## config.mk

```make
export PLATFORM = sky130hd
export DESIGN_NAME = sm4_block_cipher_modes
export DESIGN_NICKNAME = d
export VERILOG_FILES = /design/src/hdl/sm4m_pkg.sv /design/src/hdl/sm4_block_cipher_modes.sv /design/src/hdl/sm4m_ram.sv
export SDC_FILE = /design/constraint.sdc
export NUM_CORES = 2
export LEC_CHECK = 0
export BUFFER_PORTS_ARGS = -buffer_cell sky130_fd_sc_hd__buf_2
export CAP_MARGIN = 15
export CORE_MARGIN = 5
export CORE_UTILIZATION = 45
export DETAILED_ROUTE_END_ITERATION = 10
export SLEW_MARGIN = 10
export SYNTH_ARGS = -nofsm -noshare
export SYNTH_HDL_FRONTEND = slang
export SYNTH_SLANG_ARGS = --single-unit
```

## constraint.sdc

```tcl
create_clock -name clock -period 11.7 [get_ports clock]
set_input_delay 0.585 -clock clock [delete_from_list [all_inputs] [get_ports clock]]
set_output_delay 0.585 -clock clock [all_outputs]
set_load 0.05 [all_outputs]
```

## src/hdl/sm4m_pkg.sv

```systemverilog
// SM4 cipher package: S-box, FK/CK constants, chaining mode and status codes.
// Used by sm4_block_cipher_modes; no other dependencies.
`default_nettype none
package sm4m_pkg;

   localparam int RoundCount = 32;
   localparam int RkIdxWidth = 5;

   // chaining mode codes
   localparam logic [1:0] MODE_ECB = 2'd0;
   localparam logic [1:0] MODE_CBC = 2'd1;
   localparam logic [1:0] MODE_OFB = 2'd2;
   localparam logic [1:0] MODE_BAD = 2'd3;

   // status codes
   localparam logic [1:0] STAT_OK      = 2'd0;
   localparam logic [1:0] STAT_PARTIAL = 2'd1;
   localparam logic [1:0] STAT_MODE    = 2'd2;

   // register indexes
   localparam logic [2:0] REG_KEY_HIGH = 3'd0;
   localparam logic [2:0] REG_KEY_LOW  = 3'd1;
   localparam logic [2:0] REG_IV_HIGH  = 3'd2;
   localparam logic [2:0] REG_IV_LOW   = 3'd3;
   localparam logic [2:0] REG_MODE     = 3'd4;
   localparam logic [2:0] REG_DECRYPT  = 3'd5;

   localparam logic [31:0] FK0 = 32'hA3B1BAC6;
   localparam logic [31:0] FK1 = 32'h56AA3350;
   localparam logic [31:0] FK2 = 32'h677D9197;
   localparam logic [31:0] FK3 = 32'hB27022DC;

   typedef logic [7:0] sbox_arr_type [256];
   localparam sbox_arr_type SBOX = '{
      8'hd6,8'h90,8'he9,8'hfe,8'hcc,8'he1,8'h3d,8'hb7,8'h16,8'hb6,8'h14,8'hc2,8'h28,8'hfb,8'h2c,8'h05,
      8'h2b,8'h67,8'h9a,8'h76,8'h2a,8'hbe,8'h04,8'hc3,8'haa,8'h44,8'h13,8'h26,8'h49,8'h86,8'h06,8'h99,
      8'h9c,8'h42,8'h50,8'hf4,8'h91,8'hef,8'h98,8'h7a,8'h33,8'h54,8'h0b,8'h43,8'hed,8'hcf,8'hac,8'h62,
      8'he4,8'hb3,8'h1c,8'ha9,8'hc9,8'h08,8'he8,8'h95,8'h80,8'hdf,8'h94,8'hfa,8'h75,8'h8f,8'h3f,8'ha6,
      8'h47,8'h07,8'ha7,8'hfc,8'hf3,8'h73,8'h17,8'hba,8'h83,8'h59,8'h3c,8'h19,8'he6,8'h85,8'h4f,8'ha8,
      8'h68,8'h6b,8'h81,8'hb2,8'h71,8'h64,8'hda,8'h8b,8'hf8,8'heb,8'h0f,8'h4b,8'h70,8'h56,8'h9d,8'h35,
      8'h1e,8'h24,8'h0e,8'h5e,8'h63,8'h58,8'hd1,8'ha2,8'h25,8'h22,8'h7c,8'h3b,8'h01,8'h21,8'h78,8'h87,
      8'hd4,8'h00,8'h46,8'h57,8'h9f,8'hd3,8'h27,8'h52,8'h4c,8'h36,8'h02,8'he7,8'ha0,8'hc4,8'hc8,8'h9e,
      8'hea,8'hbf,8'h8a,8'hd2,8'h40,8'hc7,8'h38,8'hb5,8'ha3,8'hf7,8'hf2,8'hce,8'hf9,8'h61,8'h15,8'ha1,
      8'he0,8'hae,8'h5d,8'ha4,8'h9b,8'h34,8'h1a,8'h55,8'had,8'h93,8'h32,8'h30,8'hf5,8'h8c,8'hb1,8'he3,
      8'h1d,8'hf6,8'he2,8'h2e,8'h82,8'h66,8'hca,8'h60,8'hc0,8'h29,8'h23,8'hab,8'h0d,8'h53,8'h4e,8'h6f,
      8'hd5,8'hdb,8'h37,8'h45,8'hde,8'hfd,8'h8e,8'h2f,8'h03,8'hff,8'h6a,8'h72,8'h6d,8'h6c,8'h5b,8'h51,
      8'h8d,8'h1b,8'haf,8'h92,8'hbb,8'hdd,8'hbc,8'h7f,8'h11,8'hd9,8'h5c,8'h41,8'h1f,8'h10,8'h5a,8'hd8,
      8'h0a,8'hc1,8'h31,8'h88,8'ha5,8'hcd,8'h7b,8'hbd,8'h2d,8'h74,8'hd0,8'h12,8'hb8,8'he5,8'hb4,8'hb0,
      8'h89,8'h69,8'h97,8'h4a,8'h0c,8'h96,8'h77,8'h7e,8'h65,8'hb9,8'hf1,8'h09,8'hc5,8'h6e,8'hc6,8'h84,
      8'h18,8'hf0,8'h7d,8'hec,8'h3a,8'hdc,8'h4d,8'h20,8'h79,8'hee,8'h5f,8'h3e,8'hd7,8'hcb,8'h39,8'h48
   };

   // byte-wise S-box over a word
   function automatic logic [31:0] subst(input logic [31:0] x);
      subst = {SBOX[x[31:24]], SBOX[x[23:16]], SBOX[x[15:8]], SBOX[x[7:0]]};
   endfunction

   // CK word i: byte j is (4i+j)*7 mod 256
   function automatic logic [31:0] ck_word(input logic [4:0] i);
      logic [7:0] b0;
      b0 = {1'b0, i, 2'b00} * 8'd7;
      ck_word = {b0, b0 + 8'd7, b0 + 8'd14, b0 + 8'd21};
   endfunction

   // mask keeping the leading n bytes (0..8) of a big-endian half
   function automatic logic [63:0] lead_mask(input logic [3:0] n);
      logic [63:0] m;
      m = '0;
      for (int b = 0; b < 8; b++) begin
         if (4'(b) < n) begin
            m[63 - 8*b -: 8] = 8'hff;
         end
      end
      lead_mask = m;
   endfunction

endpackage
`default_nettype wire

```

## src/hdl/sm4_block_cipher_modes.sv

```systemverilog
// SM4 block cipher top level: ECB, CBC and OFB chaining, one shared round unit.
// Depends on sm4m_pkg and sm4m_ram.
//
// Each request item is one 128-bit block; one response item follows it. The
// block runs one SM4 round per clock through a single round unit, reading the
// round keys from a 32-entry RAM. A block passes a key-read prefetch step, 32
// rounds and a chaining step before its response is valid. After a write to
// either key register the next block first runs the key schedule through the
// same unit. Items that are rejected (invalid mode, partial block outside OFB)
// respond in the next cycle. The block accepts no request while an item is in
// work or its response is unclaimed.
`default_nettype none
module sm4_block_cipher_modes (
   input  wire logic         clock,
   input  wire logic         reset,
   input  wire logic         req_tvalid,
   output logic              req_tready,
   // [63:0] block_high, [127:64] block_low, [132:128] valid_bytes, [135:133] zero
   input  wire logic [135:0] req_tdata,
   input  wire logic         req_tuser,      // first_block
   output logic              rsp_tvalid,
   input  wire logic         rsp_tready,
   // [63:0] result_high, [127:64] result_low, [132:128] result_bytes,
   // [134:133] status, [135] zero
   output logic      [135:0] rsp_tdata,
   input  wire logic         csr_valid,
   output logic              csr_ready,
   input  wire logic [2:0]   csr_index,
   input  wire logic [63:0]  csr_data
);
   import sm4m_pkg::*;

   localparam logic [2:0] ST_IDLE  = 3'd0;
   localparam logic [2:0] ST_KPRE  = 3'd1;
   localparam logic [2:0] ST_KEXP  = 3'd2;
   localparam logic [2:0] ST_RPRE  = 3'd3;
   localparam logic [2:0] ST_ROUND = 3'd4;
   localparam logic [2:0] ST_FIN   = 3'd5;
   localparam logic [2:0] ST_OUT   = 3'd6;

   logic [2:0]  state_ff, state_in;
   logic [4:0]  cnt_ff, cnt_in;
   logic [63:0] key_high_ff, key_low_ff, iv_high_ff, iv_low_ff;
   logic [1:0]  mode_ff;
   logic        dec_ff;
   logic        keys_ready_ff, keys_ready_in;
   logic [63:0] chain_hi_ff, chain_hi_in, chain_lo_ff, chain_lo_in;
   logic [31:0] x_ff [4];
   logic [31:0] x_in [4];
   logic [63:0] blk_hi_ff, blk_lo_ff;
   logic [4:0]  nb_ff;
   logic [135:0] rsp_ff, rsp_in;
   logic [4:0]  nb_sat;

   // round key RAM
   logic        rk_we;
   logic [RkIdxWidth-1:0] rk_waddr, rk_raddr;
   logic [31:0] rk_wdata, rk_rdata;

   sm4m_ram #(.Width(32), .Depth(RoundCount)) u_rk_ram (
      .clock(clock), .wr_en(rk_we), .wr_addr(rk_waddr), .wr_data(rk_wdata),
      .rd_addr(rk_raddr), .rd_data(rk_rdata)
   );

   assign req_tready = (state_ff == ST_IDLE);
   assign rsp_tvalid = (state_ff == ST_OUT);
   assign rsp_tdata  = rsp_ff;
   assign csr_ready  = 1'b1;

   wire accept = req_tvalid && req_tready;
   wire kwrite = csr_valid && (csr_index == REG_KEY_HIGH || csr_index == REG_KEY_LOW);

   // configuration registers
   always_ff @(posedge clock) begin
      if (reset) begin
         key_high_ff <= '0; key_low_ff <= '0; iv_high_ff <= '0; iv_low_ff <= '0;
         mode_ff <= MODE_ECB; dec_ff <= 1'b0;
      end else if (csr_valid) begin
         unique case (csr_index)
            REG_KEY_HIGH: key_high_ff <= csr_data;
            REG_KEY_LOW:  key_low_ff  <= csr_data;
            REG_IV_HIGH:  iv_high_ff  <= csr_data;
            REG_IV_LOW:   iv_low_ff   <= csr_data;
            REG_MODE:     mode_ff     <= csr_data[1:0];
            REG_DECRYPT:  dec_ff      <= csr_data[0];
            default: ;
         endcase
      end
   end

   // shared round unit: one S-box step serves key schedule and data rounds, each with its own linear transform
   logic        is_key;
   logic [31:0] rk_sel, t_word, l_word, new_word;
   always_comb begin
      is_key   = (state_ff == ST_KEXP);
      rk_sel   = is_key ? ck_word(cnt_ff) : rk_rdata;
      t_word   = subst(x_ff[1] ^ x_ff[2] ^ x_ff[3] ^ rk_sel);
      if (is_key) begin
         l_word = t_word ^ {t_word[18:0], t_word[31:19]} ^ {t_word[8:0], t_word[31:9]};
      end else begin
         l_word = t_word ^ {t_word[29:0], t_word[31:30]} ^ {t_word[21:0], t_word[31:22]}
                ^ {t_word[13:0], t_word[31:14]} ^ {t_word[7:0], t_word[31:8]};
      end
      new_word = x_ff[0] ^ l_word;
   end

   assign nb_sat = (req_tdata[132:128] > 5'd16) ? 5'd16 : req_tdata[132:128];

   // reverse key order for ECB/CBC decrypt
   wire rev = dec_ff && (mode_ff != MODE_OFB);

   // sequencer
   logic [127:0] ofb_ks;
   logic [63:0]  res_hi, res_lo;
   logic [127:0] out_blk;
   always_comb begin
      state_in      = state_ff;
      cnt_in        = cnt_ff;
      keys_ready_in = keys_ready_ff;
      chain_hi_in   = chain_hi_ff;
      chain_lo_in   = chain_lo_ff;
      x_in          = x_ff;
      rsp_in        = rsp_ff;
      rk_we         = 1'b0;
      rk_waddr      = cnt_ff;
      rk_wdata      = new_word;
      rk_raddr      = rev ? ~cnt_ff : cnt_ff;
      out_blk       = {x_ff[3], x_ff[2], x_ff[1], x_ff[0]};
      ofb_ks        = out_blk;
      res_hi        = '0;
      res_lo        = '0;
      unique case (state_ff)
         ST_IDLE: begin
            if (accept) begin
               if (mode_ff == MODE_BAD) begin
                  rsp_in   = {1'b0, STAT_MODE, 5'd0, 128'd0};
                  state_in = ST_OUT;
               end else if (mode_ff != MODE_OFB && nb_sat != 5'd16) begin
                  rsp_in   = {1'b0, STAT_PARTIAL, 5'd0, 128'd0};
                  state_in = ST_OUT;
               end else begin
                  if (req_tuser) begin
                     chain_hi_in = iv_high_ff;
                     chain_lo_in = iv_low_ff;
                  end
                  cnt_in   = '0;
                  state_in = keys_ready_ff ? ST_RPRE : ST_KPRE;
               end
            end
         end
         ST_KPRE: begin
            x_in[0] = key_high_ff[63:32] ^ FK0;
            x_in[1] = key_high_ff[31:0]  ^ FK1;
            x_in[2] = key_low_ff[63:32]  ^ FK2;
            x_in[3] = key_low_ff[31:0]   ^ FK3;
            state_in = ST_KEXP;
         end
         ST_KEXP: begin
            rk_we = 1'b1;
            x_in  = '{x_ff[1], x_ff[2], x_ff[3], new_word};
            cnt_in = cnt_ff + 5'd1;
            if (cnt_ff == 5'(RoundCount - 1)) begin
               keys_ready_in = 1'b1;
               state_in      = ST_RPRE;
            end
         end
         ST_RPRE: begin
            // load the round input; key 0 (or 31) is being read
            priority case (mode_ff)
               MODE_OFB: x_in = '{chain_hi_ff[63:32], chain_hi_ff[31:0],
                                  chain_lo_ff[63:32], chain_lo_ff[31:0]};
               MODE_CBC: begin
                  if (dec_ff) begin
                     x_in = '{blk_hi_ff[63:32], blk_hi_ff[31:0],
                              blk_lo_ff[63:32], blk_lo_ff[31:0]};
                  end else begin
                     x_in = '{blk_hi_ff[63:32] ^ chain_hi_ff[63:32],
                              blk_hi_ff[31:0] ^ chain_hi_ff[31:0],
                              blk_lo_ff[63:32] ^ chain_lo_ff[63:32],
                              blk_lo_ff[31:0] ^ chain_lo_ff[31:0]};
                  end
               end
               default: x_in = '{blk_hi_ff[63:32], blk_hi_ff[31:0],
                                 blk_lo_ff[63:32], blk_lo_ff[31:0]};
            endcase
            rk_raddr = rev ? 5'd31 : 5'd0;
            cnt_in   = 5'd0;
            state_in = ST_ROUND;
         end
         ST_ROUND: begin
            // round r uses key read last cycle; prefetch key r+1
            x_in   = '{x_ff[1], x_ff[2], x_ff[3], new_word};
            cnt_in = cnt_ff + 5'd1;
            rk_raddr = rev ? ~(cnt_ff + 5'd1) : cnt_ff + 5'd1;
            if (cnt_ff == 5'(RoundCount - 1)) begin
               state_in = ST_FIN;
            end
         end
         ST_FIN: begin
            // chaining and output formatting
            priority case (mode_ff)
               MODE_CBC: begin
                  if (dec_ff) begin
                     res_hi = out_blk[127:64] ^ chain_hi_ff;
                     res_lo = out_blk[63:0] ^ chain_lo_ff;
                     chain_hi_in = blk_hi_ff;
                     chain_lo_in = blk_lo_ff;
                  end else begin
                     res_hi = out_blk[127:64];
                     res_lo = out_blk[63:0];
                     chain_hi_in = res_hi;
                     chain_lo_in = res_lo;
                  end
               end
               MODE_OFB: begin
                  res_hi = (blk_hi_ff ^ ofb_ks[127:64])
                         & ((nb_ff >= 5'd8) ? {64{1'b1}} : lead_mask(nb_ff[3:0]));
                  res_lo = (blk_lo_ff ^ ofb_ks[63:0])
                         & ((nb_ff > 5'd8) ? lead_mask(4'(nb_ff - 5'd8)) : 64'd0);
                  if (nb_ff == 5'd16) begin
                     chain_hi_in = ofb_ks[127:64];
                     chain_lo_in = ofb_ks[63:0];
                  end
               end
               default: begin
                  res_hi = out_blk[127:64];
                  res_lo = out_blk[63:0];
               end
            endcase
            rsp_in   = {1'b0, STAT_OK, nb_ff, res_lo, res_hi};
            state_in = ST_OUT;
         end
         ST_OUT: begin
            if (rsp_tready) begin
               state_in = ST_IDLE;
            end
         end
         default: state_in = ST_IDLE;
      endcase
      if (kwrite) begin
         keys_ready_in = 1'b0;
      end
   end

   // control registers
   always_ff @(posedge clock) begin
      if (reset) begin
         state_ff      <= ST_IDLE;
         cnt_ff        <= '0;
         keys_ready_ff <= 1'b0;
         chain_hi_ff   <= '0;
         chain_lo_ff   <= '0;
      end else begin
         state_ff      <= state_in;
         cnt_ff        <= cnt_in;
         keys_ready_ff <= keys_ready_in;
         chain_hi_ff   <= chain_hi_in;
         chain_lo_ff   <= chain_lo_in;
      end
   end

   // payload registers
   always_ff @(posedge clock) begin
      x_ff   <= x_in;
      rsp_ff <= rsp_in;
      if (accept) begin
         blk_hi_ff <= req_tdata[63:0];
         blk_lo_ff <= req_tdata[127:64];
         nb_ff     <= nb_sat;
      end
   end

   // assertions
   a_no_accept_busy: assert property (@(posedge clock) disable iff (reset)
      (state_ff != ST_IDLE) |-> !req_tready)
      else $error("request accepted while busy");
   a_rsp_follows_fin: assert property (@(posedge clock) disable iff (reset)
      (state_ff == ST_FIN) |=> rsp_tvalid)
      else $error("finish did not present a response");
   a_keys_before_rounds: assert property (@(posedge clock) disable iff (reset)
      (state_ff == ST_RPRE) |-> keys_ready_ff || $past(kwrite))
      else $error("rounds started without round keys");
   a_err_status_zero: assert property (@(posedge clock) disable iff (reset)
      (rsp_tvalid && rsp_tdata[134:133] != STAT_OK) |-> (rsp_tdata[132:0] == '0))
      else $error("error response carries data");
endmodule
`default_nettype wire

```

## src/hdl/sm4m_ram.sv

```systemverilog
// Generic single-port-write RAM with registered read.
// No dependencies.
`default_nettype none
module sm4m_ram #(
   parameter int Width = 32,
   parameter int Depth = 32
) (
   input  wire logic                     clock,
   input  wire logic                     wr_en,
   input  wire logic [$clog2(Depth)-1:0] wr_addr,
   input  wire logic [Width-1:0]         wr_data,
   input  wire logic [$clog2(Depth)-1:0] rd_addr,
   output logic      [Width-1:0]         rd_data
);
   logic [Width-1:0] mem [Depth];

   always_ff @(posedge clock) begin
      if (wr_en) begin
         mem[wr_addr] <= wr_data;
      end
      rd_data <= mem[rd_addr];
   end
endmodule
`default_nettype wire
```

==> results.md <==
* Final core occ at 51.2%
* #FFs+latches synth at 1848
* Largest net degree at the start of global routing at 185
* Input/output buffers at 342
* Starting DRT DRC Count at 12900
* Max stage delay on crit path at 0.72 ns
* Met1 Use GR at 46.1%
* Fmax at 121 MHz
* Top post-synthesis cells by area: edfxtp_1 (43%), dfxtp_1 (8.6%), mux4_2 (6.4%)
* Initial antenna violation count at 38
* Gr ovfl total at 0
* Max Cap Viol at 0
* Seq/Total Area, Yosys at 51.6%
* Core area at 220000 sq um
* GRT Total Usage at 33.3%
* Pins over their slew limit at 0
* Critical path fanouts, max at 59
* Crit path max-delay family: buffers and inverters
* Yosys warning total at 0
* Die X at 480 microns
* Worst skew pair latency at 0.89 ns
* CTS Buffer Depth at 3
* Detailed Routing Iterations Pass 1 at 8
* Synth top area share at 43.0%
* Worst Clk Skew at 0.0684 ns
* Synth unique cells at 111
* Worst Path Arrival at 8.85 ns
* Syn Nets at 9760
* Fillers at 19400
* M2 GR Usage at 48.1%
* DIE AREA at 230000 sq um
* Initial Util at 45.2%
* Most common cell in the netlist: edfxtp_1
* Ys flop type: edfxtp_1
* Final #Nets at 9839
* GR Layer Usage met3 at 9.39%
* Mapped Area at 99300 sq um
* RD Place Congestion at 0.948
* DRC violation count after routing at 0
* Crit path buf inv count at 6
* Post-CTS setup buffer count at 0
* Num rows at 172
* Die height at 480 microns
* Post-synth EDFFs at 1420
* Worst-margin pin slew at 1.25 ns
* Final setup viols at 0
* Layout cell share with drive strength beyond 1 at 15.1%
* Mapped Cells at 9438
* WP data required at 12.31 ns
* Detail Route Antenna Nets at 0
* Avg Inst Size Synth at 10.5 sq um
* Vias at 83500
* Slew HR at 16.8%
* Fin crit share at 70.4%
* Hpwl dp at 251000 microns
* Num CTS Buffers at 191
* Status: completed
* FF-to-FF setup slack at 3.46 ns
* Final hold slack at 0.0446 ns
* Vias in the first global route at 76500
* Worst-path cell chain: or3b_4 -> buf_4 -> nand2_1 -> xor2_2 -> buf_4 -> inv_1 -> buf_4 -> ha_1 -> inv_1 -> ha_1 -> nor2_1 -> a21oi_1 -> a21boi_0 -> o41ai_1 -> a21oi_1 -> a32oi_2 -> xnor2_1 -> xor2_1 -> xnor2_1 -> a21oi_1 -> xnor2_2 -> buf_4
* CP endpoint kind: flop
* CP Class: flop to flop
* Final Hold Fails at 0
* CP dominant cell by count: buf_4
* Synth area leader: edfxtp_1
* Unrepaired setup endpoints after global routing: no
* Asr flop ratio synth at 0%
* Sink Count at 1848
* Top-level I/O count at 348
* Via density at 6.64
* Reg clk slew, reported paths at 0.06 ns
* Routed WL per cell at 31.8 microns
* H-Tree Depth at 4
* WL final at 399000 microns
* Min cycle time layout at 8.24 ns
* Root buffer cell: clkbuf_16
* First-pass GRT wire length at 563000 microns
* Post-synth top cells: edfxtp_1 (1420), nand2_1 (1283), a21oi_1 (1033), o21ai_0 (795), clkbuf_1 (616)
* Total negative setup slack at 0 ns
* CTS tree: done
* CP max stage cell: dfxtp_4
* Type of the worst min-delay path: input pin to flop
* Critical Path Start Type: flop
* Cts repair resizes at 0
* Busiest layer in global routing: met2
* Layout area overhead at 13.3%
-- cell families after synthesis --
family	Yosys count	synth area share, %
XOR/XNOR	320	3.29
multiplexers	623	9.98
buffers and inverters	916	3.74
AO/OA/AOI/OAI	2895	17.9
flip-flops	1848	51.6
adder cells (fa/ha/maj)	113	1.49
other	2	0.00756
AND/OR/NAND/NOR	2721	12.0
-- worst reg2reg max path, cell delays in order, from the launching register on --
cell and delay, ns:
dfxtp_4 0.72, or3b_4 0.44, buf_4 0.69, nand2_1 0.21
xor2_2 0.18, buf_4 0.23, inv_1 0.09, buf_4 0.30
ha_1 0.73, inv_1 0.45, ha_1 0.43, nor2_1 0.26
a21oi_1 0.19, a21boi_0 0.20, o41ai_1 0.26, a21oi_1 0.09
a32oi_2 0.72, xnor2_1 0.37, xor2_1 0.24, xnor2_1 0.46
a21oi_1 0.20, xnor2_2 0.15, buf_4 0.34
-- flip-flops by register name, summed over array words and instances, names as in the netlist, 64 cells and up --
register      flops
u_rk_ram.mem   1024
rsp_tdata       135
ofb_ks          128
blk_hi_ff        64
blk_lo_ff        64
chain_hi_ff      64
chain_lo_ff      64
iv_high_ff       64
iv_low_ff        64
key_high_ff      64
key_low_ff       64
-- worst paths after layout --
check	from	end	depth (start not counted)
hold reg to reg	iv_low_ff[34]$_SDFFE_PP0P_	iv_low_ff[34]$_SDFFE_PP0P_	2
setup reg to reg	state_ff[0]$_SDFFE_PP0P_	u_rk_ram.mem[5][0]$_DFFE_PP_	22
setup / recovery	state_ff[0]$_SDFFE_PP0P_	u_rk_ram.mem[5][0]$_DFFE_PP_	22
hold / removal	req_tdata[65]	blk_lo_ff[1]$_DFFE_PP_	1
-- stage by stage --
| step | worst slack, ns | area (sq um) | cells |
|---|---|---|---|
| global route | 3.21 | 112000 | 12600 |
| global placement | 3.38 | 104000 | 12000 |
| CTS | 3.25 | 112000 | 12600 |
| detailed placement | 3.30 | 104000 | 12000 |
| floorplan | 2.32 | 99300 | 9438 |
| finish | 3.46 | 112000 | 12600 |
-- layout by cell type, fill, tap and decap left out, types with 140 or more instances in the layout --
cell type         n
a21oi_1        1031
buf_2           341
buf_4           238
clkbuf_16       194
dfxtp_1         424
dlygate4sd3_1   143
edfxtp_1       1420
mux2i_1         266
mux4_2          284
nand2_1        1281
nand3_1         157
nor2_1          576
nor2b_1         140
nor3_1          256
o211ai_1        249
o21ai_0         793
xnor2_1         140
-- per-layer routing --
layer / wire (microns) / vias to the layer above
met5: 129 / -
li1: - / 35600
met2: 170000 / 5452
met4: 23400 / 22
met3: 50000 / 923
met1: 156000 / 41400
-- what timing repair did --
| action | in CTS | in global routing |
|---|---|---|
| endpoints found under the hold margin | 172 | 0 |
| setup endpoints to repair | 0 | 0 |
| hold buffers | 143 | 0 |
-- layout make-up --
class                      count  area (sq um)  area share [%]
sequential                  1848         51200            45.6
multi-input combinational   6674         45400            40.4
clock buffer                 249          5250            4.67
timing repair buffer         736          5180            4.61
tap                         2871          3590            3.19
clock inverter               111          1480            1.32
inverter                      66           256           0.228
antenna                       18          45.0          0.0401
Power is not shown: default switching activity piles up to over one toggle a cycle in this logic, so the estimate is an artifact.
